<file path="src/ltic_pkg.sv">
package ltic_pkg;

	typedef enum logic [1:0] {
		OP_TICK      = 2'd0,
		OP_OPEN_LOOP = 2'd1,
		OP_POSITION  = 2'd2,
		OP_MACRO     = 2'd3
	} opcode_t;

	typedef enum logic [2:0] {
		CFG_STAGE_THRESHOLD  = 3'd0,
		CFG_TRAY_LOW_TARGET  = 3'd1,
		CFG_TRAY_HIGH_TARGET = 3'd2,
		CFG_LIFT_MARGIN      = 3'd3,
		CFG_TRAY_MARGIN      = 3'd4
	} cfg_index_t;

	localparam int CFG_INDEX_W = 3;
	localparam int CFG_DATA_W  = 16;

	localparam logic        [11:0] STAGE_THRESHOLD_RST  = 12'd2000;
	localparam logic signed [15:0] TRAY_LOW_TARGET_RST  = 16'sd0;
	localparam logic signed [15:0] TRAY_HIGH_TARGET_RST = 16'sd1000;
	localparam logic signed [12:0] LIFT_MARGIN_RST      = 13'sd100;
	localparam logic        [15:0] TRAY_MARGIN_RST      = 16'd100;

	localparam logic signed [13:0] ARRIVE_BAND       = 14'sd50;
	localparam logic signed [13:0] LOW_CUTOFF_LIFT   = 14'sd250;
	localparam logic signed [13:0] LOW_CUTOFF_DEMAND = 14'sd300;
	localparam logic signed [14:0] NEG_OFFSET        = 15'sd75;
	localparam logic signed [8:0]  VEL_MAX           = 9'sd200;
	localparam logic signed [8:0]  VEL_MIN           = -9'sd200;

endpackage

</file>
<file path="src/lift_tray_interlock_controller.sv">
// Lift and tray interlock controller. Takes one item per clock cycle when the
// result side is not stalled and gives one result item for every input item.
// Each accepted item passes through the input register, where the command or
// tick is decoded against the mode, demand and macro state, and then through
// the result register. Command items update the state and return a result
// with no drive and no tray setpoint. Configuration must be written through
// the plain write port while no item is in flight; the block does not enforce it.
module lift_tray_interlock_controller (
	input  logic                                  clk,
	input  logic                                  arst_n,
	input  logic                                  cfg_we,
	input  logic [ltic_pkg::CFG_INDEX_W-1:0]      cfg_index,
	input  logic [ltic_pkg::CFG_DATA_W-1:0]       cfg_data,
	input  logic                                  in_valid,
	output logic                                  in_ready,
	input  ltic_pkg::opcode_t                     opcode,
	input  logic signed [12:0]                    demand_value,
	input  logic        [11:0]                    lift_position,
	input  logic signed [15:0]                    tray_position,
	output logic                                  out_valid,
	input  logic                                  out_ready,
	output logic                                  lift_drive_valid,
	output logic signed [8:0]                     lift_velocity,
	output logic                                  tray_cmd_valid,
	output logic signed [15:0]                    tray_setpoint,
	output logic                                  mode_out,
	output logic signed [13:0]                    position_error
);
	import ltic_pkg::*;

	logic        [11:0] stage_threshold_q;
	logic signed [15:0] tray_low_target_q;
	logic signed [15:0] tray_high_target_q;
	logic signed [12:0] lift_margin_q;
	logic        [15:0] tray_margin_q;

	logic               mode_q;
	logic signed [12:0] demand_q;
	logic               macro_q;

	logic               valid_s1;
	opcode_t            opcode_s1;
	logic signed [12:0] demand_value_s1;
	logic        [11:0] lift_s1;
	logic signed [15:0] tray_s1;

	logic               valid_s2;
	logic               dvalid_s2;
	logic signed [8:0]  vel_s2;
	logic               tvalid_s2;
	logic signed [15:0] tsp_s2;
	logic               mode_s2;
	logic signed [13:0] perr_s2;

	logic               adv_s2;
	logic               adv_s1;

	logic               n_mode;
	logic signed [12:0] n_demand;
	logic               n_macro;
	logic               dvalid;
	logic signed [8:0]  vel;
	logic               tvalid;
	logic signed [15:0] tsp;
	logic signed [13:0] perr;

	logic signed [13:0] lift_ext;
	logic signed [13:0] demand_ext;
	logic signed [13:0] err;
	logic signed [14:0] err_off;
	logic               arrive;
	logic signed [8:0]  loop_vel;
	logic signed [8:0]  open_vel;
	logic signed [15:0] target;
	logic signed [13:0] release_diff;
	logic signed [16:0] tray_err;
	logic signed [17:0] tray_margin_ext;
	logic               tray_near;

	assign adv_s2   = !valid_s2 || out_ready;
	assign in_ready = !valid_s1 || adv_s2;
	assign adv_s1   = valid_s1 && adv_s2;

	always_ff @(posedge clk or negedge arst_n) begin
		if (!arst_n) begin
			stage_threshold_q  <= STAGE_THRESHOLD_RST;
			tray_low_target_q  <= TRAY_LOW_TARGET_RST;
			tray_high_target_q <= TRAY_HIGH_TARGET_RST;
			lift_margin_q      <= LIFT_MARGIN_RST;
			tray_margin_q      <= TRAY_MARGIN_RST;
		end else if (cfg_we) begin
			case (cfg_index)
				CFG_STAGE_THRESHOLD:  stage_threshold_q  <= cfg_data[11:0];
				CFG_TRAY_LOW_TARGET:  tray_low_target_q  <= cfg_data;
				CFG_TRAY_HIGH_TARGET: tray_high_target_q <= cfg_data;
				CFG_LIFT_MARGIN:      lift_margin_q      <= cfg_data[12:0];
				CFG_TRAY_MARGIN:      tray_margin_q      <= cfg_data;
				default: ;
			endcase
		end
	end

	always_ff @(posedge clk or negedge arst_n) begin
		if (!arst_n) begin
			valid_s1 <= 1'b0;
		end else if (in_ready) begin
			valid_s1 <= in_valid;
		end
	end

	always_ff @(posedge clk) begin
		if (in_ready && in_valid) begin
			opcode_s1       <= opcode;
			demand_value_s1 <= demand_value;
			lift_s1         <= lift_position;
			tray_s1         <= tray_position;
		end
	end

	assign lift_ext   = {2'b00, lift_s1};
	assign demand_ext = {demand_q[12], demand_q};
	assign err        = demand_ext - lift_ext;
	assign err_off    = demand_q[12] ? ({err[13], err} + NEG_OFFSET) : {err[13], err};
	assign arrive     = (err < ARRIVE_BAND && err > -ARRIVE_BAND) ||
	                    (lift_ext < LOW_CUTOFF_LIFT && demand_ext < LOW_CUTOFF_DEMAND);
	assign loop_vel   = err_off[14] ? VEL_MAX : VEL_MIN;

	always_comb begin
		if (demand_q > 13'sd200) begin
			open_vel = VEL_MAX;
		end else if (demand_q < -13'sd200) begin
			open_vel = VEL_MIN;
		end else begin
			open_vel = demand_q[8:0];
		end
	end

	always_comb begin
		if (demand_q[12]) begin
			target = tray_s1;
		end else if (demand_ext > $signed({2'b00, stage_threshold_q})) begin
			target = tray_high_target_q;
		end else begin
			target = tray_low_target_q;
		end
	end

	assign release_diff    = arrive ? lift_ext : (lift_ext - demand_ext);
	assign tray_err        = {tray_s1[15], tray_s1} - {target[15], target};
	assign tray_margin_ext = {2'b00, tray_margin_q};
	assign tray_near       = ($signed({tray_err[16], tray_err}) < tray_margin_ext) &&
	                         ($signed({tray_err[16], tray_err}) > -tray_margin_ext);

	always_comb begin
		n_mode   = mode_q;
		n_demand = demand_q;
		n_macro  = macro_q;
		dvalid   = 1'b0;
		vel      = '0;
		tvalid   = 1'b0;
		tsp      = '0;
		perr     = '0;
		unique case (opcode_s1)
			OP_OPEN_LOOP: begin
				n_mode   = 1'b0;
				n_demand = demand_value_s1;
			end
			OP_POSITION: begin
				n_mode   = 1'b1;
				n_demand = demand_value_s1;
				n_macro  = 1'b0;
			end
			OP_MACRO: begin
				n_mode   = 1'b1;
				n_demand = demand_value_s1;
				n_macro  = 1'b1;
			end
			OP_TICK: begin
				perr = err;
				if (!mode_q) begin
					dvalid = 1'b1;
					vel    = open_vel;
				end else begin
					// The loop runs in macro mode, at the low target, or once the tray is near its target.
					if (macro_q || target == tray_low_target_q || tray_near) begin
						if (arrive) begin
							n_mode   = 1'b0;
							n_demand = '0;
						end else begin
							dvalid = 1'b1;
							vel    = loop_vel;
						end
					end
					if (!macro_q) begin
						if (target != tray_low_target_q ||
						    release_diff < $signed({lift_margin_q[12], lift_margin_q})) begin
							tvalid = 1'b1;
							tsp    = target;
						end
					end
				end
			end
		endcase
	end

	always_ff @(posedge clk or negedge arst_n) begin
		if (!arst_n) begin
			mode_q   <= 1'b0;
			demand_q <= '0;
			macro_q  <= 1'b0;
			valid_s2 <= 1'b0;
		end else begin
			if (adv_s1) begin
				mode_q   <= n_mode;
				demand_q <= n_demand;
				macro_q  <= n_macro;
			end
			if (adv_s2) begin
				valid_s2 <= valid_s1;
			end
		end
	end

	always_ff @(posedge clk) begin
		if (adv_s1) begin
			dvalid_s2 <= dvalid;
			vel_s2    <= vel;
			tvalid_s2 <= tvalid;
			tsp_s2    <= tsp;
			mode_s2   <= n_mode;
			perr_s2   <= perr;
		end
	end

	assign out_valid        = valid_s2;
	assign lift_drive_valid = dvalid_s2;
	assign lift_velocity    = vel_s2;
	assign tray_cmd_valid   = tvalid_s2;
	assign tray_setpoint    = tsp_s2;
	assign mode_out         = mode_s2;
	assign position_error   = perr_s2;

endmodule
</file>
<file path="config.mk">
export PLATFORM = sky130hd
export DESIGN_NAME = lift_tray_interlock_controller
export DESIGN_NICKNAME = d
export VERILOG_FILES = /design/src/ltic_pkg.sv /design/src/lift_tray_interlock_controller.sv
export SDC_FILE = /design/constraint.sdc
export NUM_CORES = 1
export LEC_CHECK = 0
export BUFFER_PORTS_ARGS = -buffer_cell sky130_fd_sc_hd__buf_2
export CAP_MARGIN = 0
export CELL_PAD_IN_SITES_DETAIL_PLACEMENT = 0
export CELL_PAD_IN_SITES_GLOBAL_PLACEMENT = 1
export CORE_MARGIN = 1.5
export CORE_UTILIZATION = 30
export CTS_CLUSTER_DIAMETER = 120
export DETAILED_ROUTE_END_ITERATION = 8
export HOLD_SLACK_MARGIN = 0.06
export PLACE_DENSITY = 0.62
export SETUP_SLACK_MARGIN = 0.3
export SYNTH_ARGS = -nofsm -noshare
export SYNTH_HDL_FRONTEND = slang
export SYNTH_SLANG_ARGS = --single-unit
</file>
<file path="constraint.sdc">
create_clock -name clk -period 11.2 [get_ports clk]
set_input_delay 1.12 -clock clk [delete_from_list [all_inputs] [get_ports clk]]
set_output_delay 1.12 -clock clk [all_outputs]
set_load 0.02 [all_outputs]
</file>
; Yosys cells after proc, flatten, opt, wreduce, memory -nomap -nowiden
; Cells that the tools add are included.
[word_totals]
ff_bits = 175
input_bits = 67
out_inout_bits = 44
wordCells = 99
[op_classes]
add_sub_neg = 5
order_cmp = 10
eq_ne = 12
muxes = 22
bitwise = 3
reduce_logical = 27
[op_table]
columns = cell, count
row1 = 2-to-1 mux 9 bit, 6
row2 = 2-to-1 mux 13 bit, 3
row3 = 2-to-1 mux 16 bit, 2
row4 = subtractor 13 x 13 -> 14 bit, 2
row5 = one-hot mux 13 bit (2 select lines), 1
row6 = > comparator 17 x 18 -> 1 bit, 1
row7 = negation 16 -> 18 bit, 1
row8 = < comparator 17 bit, 1
row9 = subtractor 16 x 16 -> 17 bit, 1
row10 = equality test 16 bit, 1
row11 = != test 16 bit, 1
row12 = "adder 14 x 8 -> 15 bit, second input constant", 1
row13 = 2-to-1 mux 15 bit, 1
row14 = "> comparator 14 x 7 -> 1 bit, second input constant", 1
row15 = < comparator 14 x 13 -> 1 bit, 1
row16 = "< comparator 14 x 7 -> 1 bit, second input constant", 1
row17 = 2-to-1 mux 14 bit, 1
row18 = > comparator 13 bit, 1
row19 = "> comparator 13 x 9 -> 1 bit, second input constant", 1
row20 = "< comparator 13 x 10 -> 1 bit, second input constant", 1
row21 = "< comparator 13 x 9 -> 1 bit, second input constant", 1
row22 = "< comparator 12 x 8 -> 1 bit, second input constant", 1
row23 = AND reduction 2 bit, 6
row24 = "equality test 3 x 2 -> 1 bit, second input constant", 2
row25 = 19 further kinds, 40

; Longest topological paths before layout
; Gate-level depths: netlist (run 1).
[depth]
ltp_word = 10
depth_mapped = 32
ltp_nobuf = 30

; Worst setup path before layout (run 1)
; Ideal clock, no wire load.
[synth_timing]
kind = flip-flop to flip-flop
startpoint = reg stage_threshold_q[10]
endpoint = reg dvalid_s2 (netlist: lift_drive_valid) (data pin)
t_arrival_ps = 5909
required_ps = 10945
path_slack_ps = 5035
path_stages_with_launch = 29
path_buffers = 2
period_less_slack_ps = 6165
path_cell_list = dfstp_2 > inv_1 > ha_1 > nand4b_4 > or4_1 > clkbuf_1 > a21oi_1 > buf_2 > mux2i_1 > o21ai_0 > ha_1 > inv_1 > ha_1 > a211oi_1 > o32ai_1 > nor2_1 > o21bai_1 > nor2_1 > a221oi_1 > a31oi_1 > xnor2_1 > ha_1 > nand3_1 > mux2_2 > a41oi_1 > o211ai_1 > a211oi_1 > nor3_2 > a31o_1
[synth_via]
elab_chain_len = 9
word_cells_on_any_way = 12
classes_between = add/sub (1) / order compare (3) / eq/ne (1) / mux (4) / reduce/logical (3)
[synth_lines]
columns = item, line
row1 = from (decl), lift_tray_interlock_controller.sv:31  ; logic [11:0] stage_threshold_q;
row2 = from (signal assigned), lift_tray_interlock_controller.sv:93  ; CFG_STAGE_THRESHOLD: stage_threshold_q <= cfg_data[11:0];
row3 = > comparator 13 bit *, lift_tray_interlock_controller.sv:141  ; end else if (demand_ext > $signed({2'b00, stage_threshold_q})) begin
row4 = 2-to-1 mux 16 bit *, lift_tray_interlock_controller.sv:141
row5 = 2-to-1 mux 16 bit *, lift_tray_interlock_controller.sv:139  ; if (demand_q[12]) begin
row6 = net target[0], lift_tray_interlock_controller.sv:74  ; logic signed [15:0] target;
row7 = subtractor 16 x 16 -> 17 bit, lift_tray_interlock_controller.sv:149  ; assign tray_err = {tray_s1[15], tray_s1} - {target[15], target};
row8 = > comparator 17 x 18 -> 1 bit / < comparator 17 bit (equally long branches), "lift_tray_interlock_controller.sv:152, lift_tray_interlock_controller.sv:151"
row9 = logical AND 1 bit, lift_tray_interlock_controller.sv:151  ; assign tray_near = ($signed({tray_err[16], tray_err}) < tray_margin_ext) &&
row10 = logical OR 1 bit *, lift_tray_interlock_controller.sv:185  ; if (macro_q || target == tray_low_target_q || tray_near) begin
row11 = 2-to-1 mux 1 bit *, lift_tray_interlock_controller.sv:185
row12 = 2-to-1 mux 1 bit *, lift_tray_interlock_controller.sv:180  ; if (!mode_q) begin
row13 = to (signal assigned), lift_tray_interlock_controller.sv:226  ; dvalid_s2 <= dvalid;
row14 = to (decl), lift_tray_interlock_controller.sv:48  ; logic dvalid_s2;
; Mark *: on every way through the listed nets, which the timed path passes. The rest lies on a longest branch.
; A chain may end at the register's enable or synchronous reset.

; Final worst setup path (run 1)
; Ends and elaborated chain as after synthesis.

==> out/summary.txt, run 1 <==
Cells after DPL: 1726
Total congestion overflow: 0
WHS: 0.497 ns
RePlAce Congestion: 0.853
WL final: 32.9 mm
Cell Count, Final, Fillers Out: 1758
Std-Cell Rows: 70
Post-synth EDFFs: 85
Period utilisation layout: 72.4%
CTS Buffer Depth: 2
Synth Flop Type: edfxtp_1
CTS tree: done
Peak supply drop: 95.3 µV
Port Buffers: 110
Mean Syn Cell Area: 9.91 µm²
Final Hold Viols: 0
CTS clk-pin slew, worst paths: 0.08 ns
H-tree depth: 4
HPWL after DPL: 25.6 mm
Asr flop ratio synth: 51.4%
Critical Path AT: 8.43 ns
Crit Path Category: reg2reg
Slew Limit Fails: 0
Most frequent CP cell: ha_1
Drt wl/cell: 18.7 µm
Synth cell types: 82
Drc violations: 0
Nets: 1397
Static leakage: 5.63 nW
CTS-repair resized insts: 0
Routed Antenna Nets: 0
Fin Setup TNS: 0 ns
Number of I/O pins: 111
Cell Int Power: 1.69 mW
Root buf cell: clkbuf_16
Final min period: 8.11 ns
Max Cap Violations: 0
Register area: 4830 µm²
Slowest stage delay, CP: 0.97 ns
Vias per inst: 4.98
Setup Skew: 0.0215 ns
Sequential share of power: 31.4%
Via count: 8762
Post-place setup slack: 3.25 ns
Final worst slack: 3.09 ns
Syn-to-layout area delta: 15.9%
Die Width: 197 µm
Die area: 38800 µm²
Starting density of the core: 30.6%
CP max stage cell: nor3_2
Rel. slew slack: 20.4%
Hold crit path type: reg2reg
Core Footprint: 36900 µm²
Fin util: 35.5%
Num CTS Buffers: 17
Final setup violation count: 0
Drt pass-1 iters: 6
Combinational share of power: 45.4%
CTS sink count: 175
CP startpoint kind: flip-flop
All-layer global routing usage: 17.3%
# diodes: 0
Number of buffers added for setup after CTS: 0
Share of cells above drive strength 1: 20.3%
Setup crit end kind: flip-flop
Status: finished, final reports clean
Crit path max fanout: 14
Die Y: 197 µm
Max Fclk: 123 MHz
Clock power share: 23.1%
Initial antenna violation count: 1
Largest net degree at the start of global routing: 57
NetSw: 1.14 mW
Number of fillers in the final layout: 3792
Clk Latency, worst-skew pair: 0.47 ns
Register area share after synthesis: 42.7%
Worst-margin pin slew: 1.19 ns
Iteration-0 DRC Markers: 555
Mapped Cells: 1140
#FFs+latches synth: 175
Hold_buf cts: 0
CP Data Required Time: 11.53 ns
Cell area after synthesis: 11300 µm²
Syn Nets: 1296
Vias in the first global route: 8483
Area of the multi-input gates: 5990 µm²
Ys Warns: 0
RSZ-0062 raised after global routing: false
Pwr per Cell Area: 216 nW/µm²
Global-route wire length before repair: 50.5 mm
Switching Fraction: 40.2%
-- cell usage after synthesis, drive strengths merged, types with 3 or more instances --
cell type  number  area [µm²]
mux2           48         541
a31oi          10        62.6
nand3          26         130
ha             87        1090
dfrtp          72        1800
mux2i          20         200
a41oi           3        26.3
a31o            6        52.6
xnor2          50         438
nor2           64         240
a2111oi         4        35.0
o32ai           3        26.3
or3             4        30.0
inv           100         375
nor4           12        87.6
a2bb2oi         4        35.0
clkbuf         27         101
nand2b         11        68.8
or4             4        33.8
and2           14        90.1
a221oi          3        26.3
nand4b          3        41.3
o21ai          76         384
o31ai           7        57.6
and3           11        73.8
a211oi         11        87.6
o21bai         13        97.6
a21boi          3        22.5
nand2         106         398
nor3           16        85.1
o311ai          3        26.3
a21oi          82         425
xor2           25         219
nand4          11        68.8
o21a            9        67.6
o211ai         11        82.6
edfxtp         85        2550
o311a           3        30.0
dfstp          18         473
nand3b          4        30.0
nor2b           8        50.1
buf            11        62.6
a21o           18         135
or2             5        31.3
-- final cells by class --
class,count,share of cell area [%]
clock buffer,22,3.88
clock inverter,10,1.03
inverter,100,2.87
multi-input combinational,827,45.7
sequential,175,36.9
tap,504,4.82
timing repair buffer,120,4.80
-- per-stage QoR --
| stage | area (µm²) | power, mW |
|---|---|---|
| 3_3_place_gp | 12400 | 2.17 |
| 4_1_cts | 13100 | 2.85 |
| 2_1_floorplan | 11300 | 1.83 |
| 6_report | 13100 | 2.83 |
| 5_1_grt | 13100 | 3.05 |
| 3_5_place_dp | 12400 | 2.18 |
-- registers in the layout (all words and copies together), names as in the netlist, 13 cells and up --
| register | cells |
|---|---|
| demand_q | 13 |
| tray_setpoint | 16 |
| tray_high_target_q | 16 |
| lift_margin_q | 13 |
| tray_low_target_q | 16 |
| tray_s1 | 16 |
| demand_value_s1 | 13 |
| position_error | 14 |
| tray_margin_q | 16 |
-- per-layer routing --
metal,routed length [µm],vias to the layer above,part of all wire (%),global-route usage (%)
met3,1330,25,4.0,2.97
met5,7,-,0.021,0
li1,-,4313,-,-
met4,428,2,1.3,4.86
met2,14700,170,45,26.8
met1,16500,4252,50,24.8
-- cells in the final DEF, fill, tap and decap left out, drive strengths merged, types with 12 or more instances in the layout --
cell,count
buf,120
nand2,106
inv,106
ha,87
edfxtp,85
a21oi,82
o21ai,76
dfrtp,72
nor2,64
xnor2,50
mux2,48
nand3,26
xor2,25
clkbuf,22
mux2i,20
a21o,18
dfstp,18
nor3,16
and2,14
o21bai,13
nor4,12
-- cells by family after synthesis --
| logic type | share of synthesized area [%] |
|---|---|
| mux | 6.56 |
| buf+inv | 4.77 |
| compound gates | 16.1 |
| fa+ha+maj | 10.2 |
| simple gates | 13.6 |
| flops | 42.7 |
| xor+xnor | 6.01 |
-- power groups by stage --
stage / logic (mW) / clock network (mW) / registers, mW
4_1_cts: 1.29 / 0.672 / 0.891
3_5_place_dp: 1.28 / 0 / 0.903
2_1_floorplan: 0.947 / 0 / 0.887
3_3_place_gp: 1.27 / 0 / 0.901
6_report: 1.29 / 0.655 / 0.890
5_1_grt: 1.45 / 0.695 / 0.904
-- worst paths after layout --
path / from / end / slack [ns] / depth (start not counted)
max in group asynchronous: arst_n / demand_q[12] / 9.47 / 2
max: stage_threshold_q[10] / lift_drive_valid / 3.09 / 28
min in group asynchronous: arst_n / tray_low_target_q[12] / 0.70 / 1
max reg2reg: stage_threshold_q[10] / lift_drive_valid / 3.09 / 28
min: valid_s1 / out_valid / 0.50 / 1
min reg2reg: valid_s1 / out_valid / 0.50 / 1
-- worst max-delay path, delay by kind of cell (launching register included) --
family | cells | cell delay [ns]
DFF | 1 | 0.52
xor gates and xnor gates | 1 | 0.16
buffers and inverters | 2 | 0.11
muxes | 2 | 0.45
and+or+nand+nor | 7 | 2.42
adders and majority gates | 4 | 0.94
AOI/OAI and AO/OA | 12 | 3.35
No activity file was read; power rests on OpenSTA's default activity.
==> run 2, diff against run 1 <==
--- a/config.mk
+++ b/config.mk
@@ -5,6 +5,7 @@
 export SDC_FILE = /design/constraint.sdc
 export NUM_CORES = 1
 export LEC_CHECK = 0
+export ABC_AREA = 1
 export BUFFER_PORTS_ARGS = -buffer_cell sky130_fd_sc_hd__buf_2
 export CAP_MARGIN = 0
 export CELL_PAD_IN_SITES_DETAIL_PLACEMENT = 0
@@ -14,7 +15,7 @@
 export CTS_CLUSTER_DIAMETER = 120
 export DETAILED_ROUTE_END_ITERATION = 8
 export HOLD_SLACK_MARGIN = 0.06
-export PLACE_DENSITY = 0.62
+export PLACE_DENSITY = 0.66
 export SETUP_SLACK_MARGIN = 0.3
 export SYNTH_ARGS = -nofsm -noshare
 export SYNTH_HDL_FRONTEND = slang
==> constraint.sdc (replaced) <==
create_clock -name clk -period 7.3 [get_ports clk]
set_input_delay 0.73 -clock clk [delete_from_list [all_inputs] [get_ports clk]]
set_output_delay 0.73 -clock clk [all_outputs]
set_load 0.02 [all_outputs]
==> out/summary.txt, run 2 <==
Status: finished, final reports clean
Syn-to-layout area delta: 14.3%
Cell Count, Final, Fillers Out: 1938 (+10%)
Most frequent cells in the layout: nand2_1, inv_1, o21ai_0, buf_2, nor2_1
Critical path launch point: stage_threshold_q[4]
# diodes: 0 (unchanged)
HPWL after DPL: 25.2 mm (-1.6%)
Std-Cell Rows: 70 (unchanged)
Max Cap Violations: 0 (unchanged)
Peak supply drop: 176 µV (+85%)
Pwr per Cell Area: 389 nW/µm² (+80%)
CTS tree: done
CP startpoint kind: flip-flop
Share of cells above drive strength 1: 13.9% (-6.3 points)
Number of I/O pins: 111 (unchanged)
Crit Path Category: reg2reg
Starting density of the core: 30.4% (-0.22 points)
Crit Reg-Reg Startpoint: stage_threshold_q[4]
Crit path max fanout: 14 (unchanged)
Num CTS Buffers: 17 (unchanged)
Largest net degree at the start of global routing: 58 (+1.8%)
Critical Path AT: 6.23 ns (-2.20 ns)
CP top delay family: simple AND/OR/NAND/NOR gates
Cell Int Power: 2.62 mW (+55%)
Max Fclk: 170 MHz (+38%)
Global-route wire length before repair: 51.6 mm (+2.3%)
Rel. slew slack: 27.7% (+7.4 points)
Cell area after synthesis: 11100 µm² (-1.4%)
All-layer global routing usage: 17.7% (+0.41 points)
Worst flop-to-flop path endpoint: demand_q[10]
Top-area cell type share of the netlist area: 22.9% (+0.33 points)
R2r setup slk: 1.41 ns (-1.69 ns)
Commonest non-fill, non-tap cell in the layout: nand2_1
Setup crit end kind: flip-flop
Combinational share of power: 53.5% (+8.1 points)
Number of buffers added for setup after CTS: 0 (unchanged)
Worst-margin pin slew: 1.08 ns (-0.107 ns)
CP Data Required Time: 7.64 ns (-3.89 ns)
RePlAce Congestion: 0.877 (+2.9%)
Cells after DPL: 1906 (+10%)
Hold_buf cts: 0 (unchanged)
Total congestion overflow: 0 (unchanged)
Register area: 4830 µm² (about the same)
Drt pass-1 iters: 6 (unchanged)
Switching Fraction: 47.1% (+6.9 points)
Die Y: 196 µm (-0.71%)
Fin Setup TNS: 0 ns (unchanged)
CTS sink count: 175 (unchanged)
Ys Warns: 0 (unchanged)
Most numerous cell in the Yosys netlist: nand2_1
Drc violations: 0 (unchanged)
H-tree depth: 4 (unchanged)
Cell taking the most area after synthesis: edfxtp_1
Die area: 38300 µm² (-1.4%)
Via count: 9307 (+6.2%)
Crit path to: demand_q[10]
Hold crit path type: in2async
Final Hold Viols: 0 (unchanged)
Area contributors post-synth: edfxtp_1, dfrtp_1, nand2_1, ha_1, inv_1
Clock power share: 18.4% (-4.7 points)
Setup Skew: 0.0158 ns (-0.00565 ns)
Iteration-0 DRC Markers: 514 (-7.4%)
Worst path depth: 46 (+64%)
Slew Limit Fails: 0 (unchanged)
Static leakage: 6.24 nW (+11%)
Period utilisation layout: 80.7% (+8.3 points)
Crit path buf inv count: 5 (+3)
Area of the multi-input gates: 5340 µm² (-11%)
Vias per inst: 4.80 (-3.6%)
Final setup violation count: 0 (unchanged)
Slowest stage delay, CP: 0.54 ns (-0.43 ns)
R2R cell count: 46 (+64%)
CTS clk-pin slew, worst paths: 0.08 ns (about the same)
Mean Syn Cell Area: 8.19 µm² (-17%)
#FFs+latches synth: 175 (unchanged)
Drt wl/cell: 16.9 µm (-9.7%)
CTS Buffer Depth: 2 (unchanged)
Root buf cell: clkbuf_16
Final min period: 5.89 ns (-2.21 ns)
Mapped Cells: 1359 (+19%)
Nets: 1613 (+15%)
Initial antenna violation count: 0 (-1)
Top cells by count, synth: nand2_1, inv_1, o21ai_0
CTS-repair resized insts: 0 (unchanged)
Synth cell types: 49 (-40%)
NetSw: 2.33 mW (+100%)
Die Width: 196 µm (-0.71%)
Syn Nets: 1515 (+17%)
Vias in the first global route: 9122 (+7.5%)
Asr flop ratio synth: 51.4% (unchanged)
Routed Antenna Nets: 0 (unchanged)
Most frequent CP cell: nand2_1
CP max stage cell: dfstp_2
Synth Flop Type: edfxtp_1
Post-synth EDFFs: 85 (unchanged)
Sequential share of power: 28.1% (-3.3 points)
Clk Latency, worst-skew pair: 0.46 ns (about the same)
Port Buffers: 110 (unchanged)
Register area share after synthesis: 43.4% (+0.62 points)
WL final: 32.8 mm (-0.42%)
Core Footprint: 36600 µm² (-0.71%)
RSZ-0062 raised after global routing: false
Number of fillers in the final layout: 3897 (+2.8%)
==> run 2: cell count changes after synthesis, sizes merged, moves of 16 or more <==
cell   delta
mux2i    -20
nand3    +59
xnor2    -37
o21ai    +59
mux2     -48
a21oi    -18
nor2     +38
xor2     +23
a21o     -16
inv     +111
nand2   +204
==> run 2: logic make-up after synthesis <==
logic type	share of synthesized area [%]
adders and majority gates	10.1
DFF	43.4
buffers and inverters	8.69
and+or+nand+nor	21.3
AOI/OAI and AO/OA	11.7
xor gates and xnor gates	4.80
==> run 2: power by group through the flow <==
stage / combinational (mW) / clock (mW) / sequential, mW
after floorplan: 1.94 / 0 / 1.39
after global placement: 2.65 / 0 / 1.41
after detailed placement: 2.64 / 0 / 1.41
after CTS: 2.66 / 0.936 / 1.39
after global routing: 3.04 / 0.973 / 1.41
final: 2.65 / 0.913 / 1.39
==> run 2: layout make-up <==
class,count,area share [%]
Sequential cell,175,37.9
Tap cell,468,4.60
Inverter,214,6.31
Multi-Input combinational cell,933,42.0
Timing Repair Buffer,116,4.70
Clock inverter,15,1.15
Clock buffer,17,3.34
==> run 2: through the flow <==
step / utilization, % / total power, mW / hold slack [ns] / worst slack, ns / area [µm²]
floorplan: - / 3.34 / 0.434 / 2.19 / 11100
finish: 34.8 / 4.95 / 0.271 / 1.41 / 12700
global placement: 33.2 / 4.05 / 0.465 / 1.45 / 12200
detailed placement: 33.2 / 4.05 / 0.474 / 1.43 / 12200
global route: 34.8 / 5.42 / 0.307 / 0.808 / 12700
CTS: 34.8 / 4.99 / 0.287 / 1.39 / 12700
==> run 2: metal layers <==
| metal | part of all wire [%] | global-route usage [%] | vias up |
|---|---|---|---|
| met5 | 0 | 0 | - |
| met4 | 1.8 | 5.08 | 0 |
| met3 | 3.1 | 2.63 | 36 |
| met2 | 47 | 29.9 | 206 |
| met1 | 48 | 23.5 | 4399 |
| li1 | - | - | 4666 |
==> run 2: how the worst min path moves through the flow <==
| stage | from | endpoint | cells after the start |
|---|---|---|---|
| finish | arst_n | lift_margin_q[0] | 1 |
| global route | arst_n | demand_q[11] | 1 |
| CTS | arst_n | macro_q | 1 |
| detailed placement | stage_threshold_q[3] | stage_threshold_q[3] | 2 |
| global placement | tray_high_target_q[11] | tray_high_target_q[11] | 2 |
| floorplan | arst_n | demand_q[0] | 0 |
==> run 2: worst reg2reg max path, delay by kind of cell, from the launching register on <==
| family | cells | cell delay, ns |
|---|---|---|
| simple gates | 29 | 2.46 |
| fa+ha+maj | 4 | 0.91 |
| flops | 1 | 0.54 |
| xor+xnor | 1 | 0.25 |
| buf+inv | 5 | 0.50 |
| compound gates | 7 | 1.12 |
==> run 3, diff against run 2 <==
--- a/config.mk
+++ b/config.mk
@@ -5,7 +5,7 @@
 export SDC_FILE = /design/constraint.sdc
 export NUM_CORES = 1
 export LEC_CHECK = 0
-export ABC_AREA = 1
+export ABC_AREA = 0
 export BUFFER_PORTS_ARGS = -buffer_cell sky130_fd_sc_hd__buf_2
 export CAP_MARGIN = 0
 export CELL_PAD_IN_SITES_DETAIL_PLACEMENT = 0
@@ -15,7 +15,7 @@
 export CTS_CLUSTER_DIAMETER = 120
 export DETAILED_ROUTE_END_ITERATION = 8
 export HOLD_SLACK_MARGIN = 0.06
-export PLACE_DENSITY = 0.66
+export PLACE_DENSITY = 0.64
 export SETUP_SLACK_MARGIN = 0.3
 export SYNTH_ARGS = -nofsm -noshare
 export SYNTH_HDL_FRONTEND = slang
==> constraint.sdc (replaced) <==
create_clock -name clk -period 5.1 [get_ports clk]
set_input_delay 0.51 -clock clk [delete_from_list [all_inputs] [get_ports clk]]
set_output_delay 0.51 -clock clk [all_outputs]
set_load 0.02 [all_outputs]
==> out/summary.txt, run 3 (same netlist as run 1, synthesis figures left out) <==
CP startpoint kind: flip-flop
Root buf cell: clkbuf_16
Failing checks: setup timing
Iteration-0 DRC Markers: 541 (+5.3%)
Via count: 9648 (+3.7%)
Routed Antenna Nets: 0 (unchanged)
WL final: 36.7 mm (+12%)
Max Fclk: 166 MHz (-2.0%)
Placed Area: 14000 µm² (+15%)
All-layer global routing usage: 19.1% (+1.4 points)
Number of I/O pins: 111 (unchanged)
NetSw: 3.05 mW (+31%)
Crit Reg-Reg Startpoint: stage_threshold_q[10]
Area of the multi-input gates: 6840 µm² (+28%)
Crit path buf inv count: 7 (+2)
Syn-to-layout area delta: 39.0%
Most frequent CP cell: buf_4
Crit path max fanout: 10 (-4)
Crit Path Category: reg2reg
Number of fillers in the final layout: 3564 (-8.5%)
Hold_buf cts: 0 (unchanged)
CP top delay family: simple AND/OR/NAND/NOR gates
Final Hold Viols: 0 (unchanged)
Core Footprint: 36900 µm² (+0.72%)
H-tree depth: 4 (unchanged)
Drt pass-1 iters: 5 (-1)
CTS clk-pin slew, worst paths: 0.08 ns (about the same)
Commonest non-fill, non-tap cell in the layout: buf_4
Share of cells above drive strength 1: 40.8% (+27 points)
Clk Latency, worst-skew pair: 0.46 ns (about the same)
Port Buffers: 110 (unchanged)
Global-route wire length before repair: 55.6 mm (+7.7%)
Max Cap Violations: 0 (unchanged)
Slowest stage delay, CP: 0.53 ns (about the same)
Vias in the first global route: 9624 (+5.5%)
Vias per inst: 4.89 (+1.8%)
Std-Cell Rows: 70 (unchanged)
Critical Path AT: 6.23 ns (about the same)
CTS sink count: 175 (unchanged)
Drt wl/cell: 18.6 µm (+9.8%)
Die area: 38800 µm² (+1.4%)
Final setup violation count: 39 (+39)
Drc violations: 0 (unchanged)
CTS Buffer Depth: 2 (unchanged)
Critical path launch point: stage_threshold_q[10]
Pwr per Cell Area: 484 nW/µm² (+24%)
Setup Skew: 0.0138 ns (-0.00204 ns)
Register area: 4830 µm² (about the same)
Peak supply drop: 252 µV (+43%)
Total congestion overflow: 0 (unchanged)
WHS: 0.106 ns (-0.166 ns)
Worst-margin pin slew: 0.859 ns (-0.221 ns)
HPWL after DPL: 27.5 mm (+8.8%)
Final Instance Area: 15700 µm² (+23%)
Clock power share: 17.2% (-1.2 points)
Hold crit path type: in2async
# diodes: 0 (unchanged)
Final worst slack: -0.915 ns (-2.32 ns)
Largest net degree at the start of global routing: 46 (-21%)
Combinational share of power: 57.4% (+3.9 points)
CP Data Required Time: 5.31 ns (-2.33 ns)
CP max stage cell: dfstp_2
Die Y: 197 µm (+0.72%)
RSZ-0062 raised after global routing: true
Rel. slew slack: 42.4% (+15 points)
Fin util: 42.6% (+7.8 points)
Most frequent cells in the layout: buf_4, buf_2, nand2_1, inv_1, edfxtp_1
Initial antenna violation count: 0 (unchanged)
RePlAce Congestion: 0.848 (-3.3%)
Final min period: 6.02 ns (+0.121 ns)
Slew Limit Fails: 0 (unchanged)
Cell Int Power: 4.54 mW (+73%)
Setup crit end kind: flip-flop
Post-place setup slack: -0.889 ns (-2.32 ns)
Starting density of the core: 30.6% (+0.22 points)
CTS tree: done
Sequential share of power: 25.4% (-2.7 points)
Status: complete, but fails checks
Nets: 1612 (-0.062%)
Static leakage: 6.84 nW (+9.7%)
Die Width: 197 µm (+0.72%)
Num CTS Buffers: 17 (unchanged)
Switching Fraction: 40.2% (-6.9 points)
Period utilisation layout: 118% (+37 points)
==> run 3: cell type report <==
type | instances | share of cell area [%]
timing repair buffer | 335 | 15.7
clock inverter | 15 | 0.885
inverter | 100 | 2.39
tap | 504 | 4.02
clock buffer | 17 | 2.71
multi-input combinational | 827 | 43.6
sequential | 175 | 30.8
==> run 3: final timing paths <==
kind	endpoint	slack, ns	cells after the start
min in group clk	lift_s1[1]	0.22	1
setup reg to reg	lift_drive_valid	-0.92	29
setup / recovery	lift_drive_valid	-0.92	29
hold / removal	tray_high_target_q[11]	0.11	1
max in group asynchronous	lift_margin_q[2]	4.13	2
hold reg to reg	tray_high_target_q[5]	0.50	2
==> run 3: through the flow <==
step / total power [mW] / std cells / TNS, ns
final: 7.59 / 1973 / -22.37
after global routing: 8.13 / 1973 / -32.93
after CTS: 7.18 / 1950 / -19.61
after detailed placement: 5.56 / 1899 / -27.54
after global placement: 5.52 / 1899 / -27.64
after floorplan: 4.15 / 1140 / -10.45
==> run 3: worst register-to-register path, delay by kind of cell (launching register included) <==
family / cells / cell delay, ns
adders and majority gates: 3 / 0.93
AOI/OAI and AO/OA: 8 / 1.61
DFF: 1 / 0.53
buffers and inverters: 7 / 0.83
and+or+nand+nor: 11 / 1.85
==> run 3: metal layers <==
layer	track usage (%)	part of all wire, %	up-vias
met4	4.04	0.93	0
met3	3.16	3.8	23
met1	26.8	48	4708
met5	0	0	-
met2	30.9	47	189
li1	-	-	4728
==> run 3: what timing repair did <==
action	in CTS	in global routing
buffers inserted	16	22
cloned	3	1
gates resized for setup	68	95
endpoints found under the setup margin	39	39
pin swaps	27	67
==> run 3: power by group through the flow <==
stage	registers, mW	clock network (mW)	logic, mW
finish	1.92	1.31	4.36
global route	1.95	1.41	4.77
CTS	1.92	1.35	3.91
detailed placement	1.95	0	3.61
global placement	1.95	0	3.58
floorplan	1.95	0	2.20
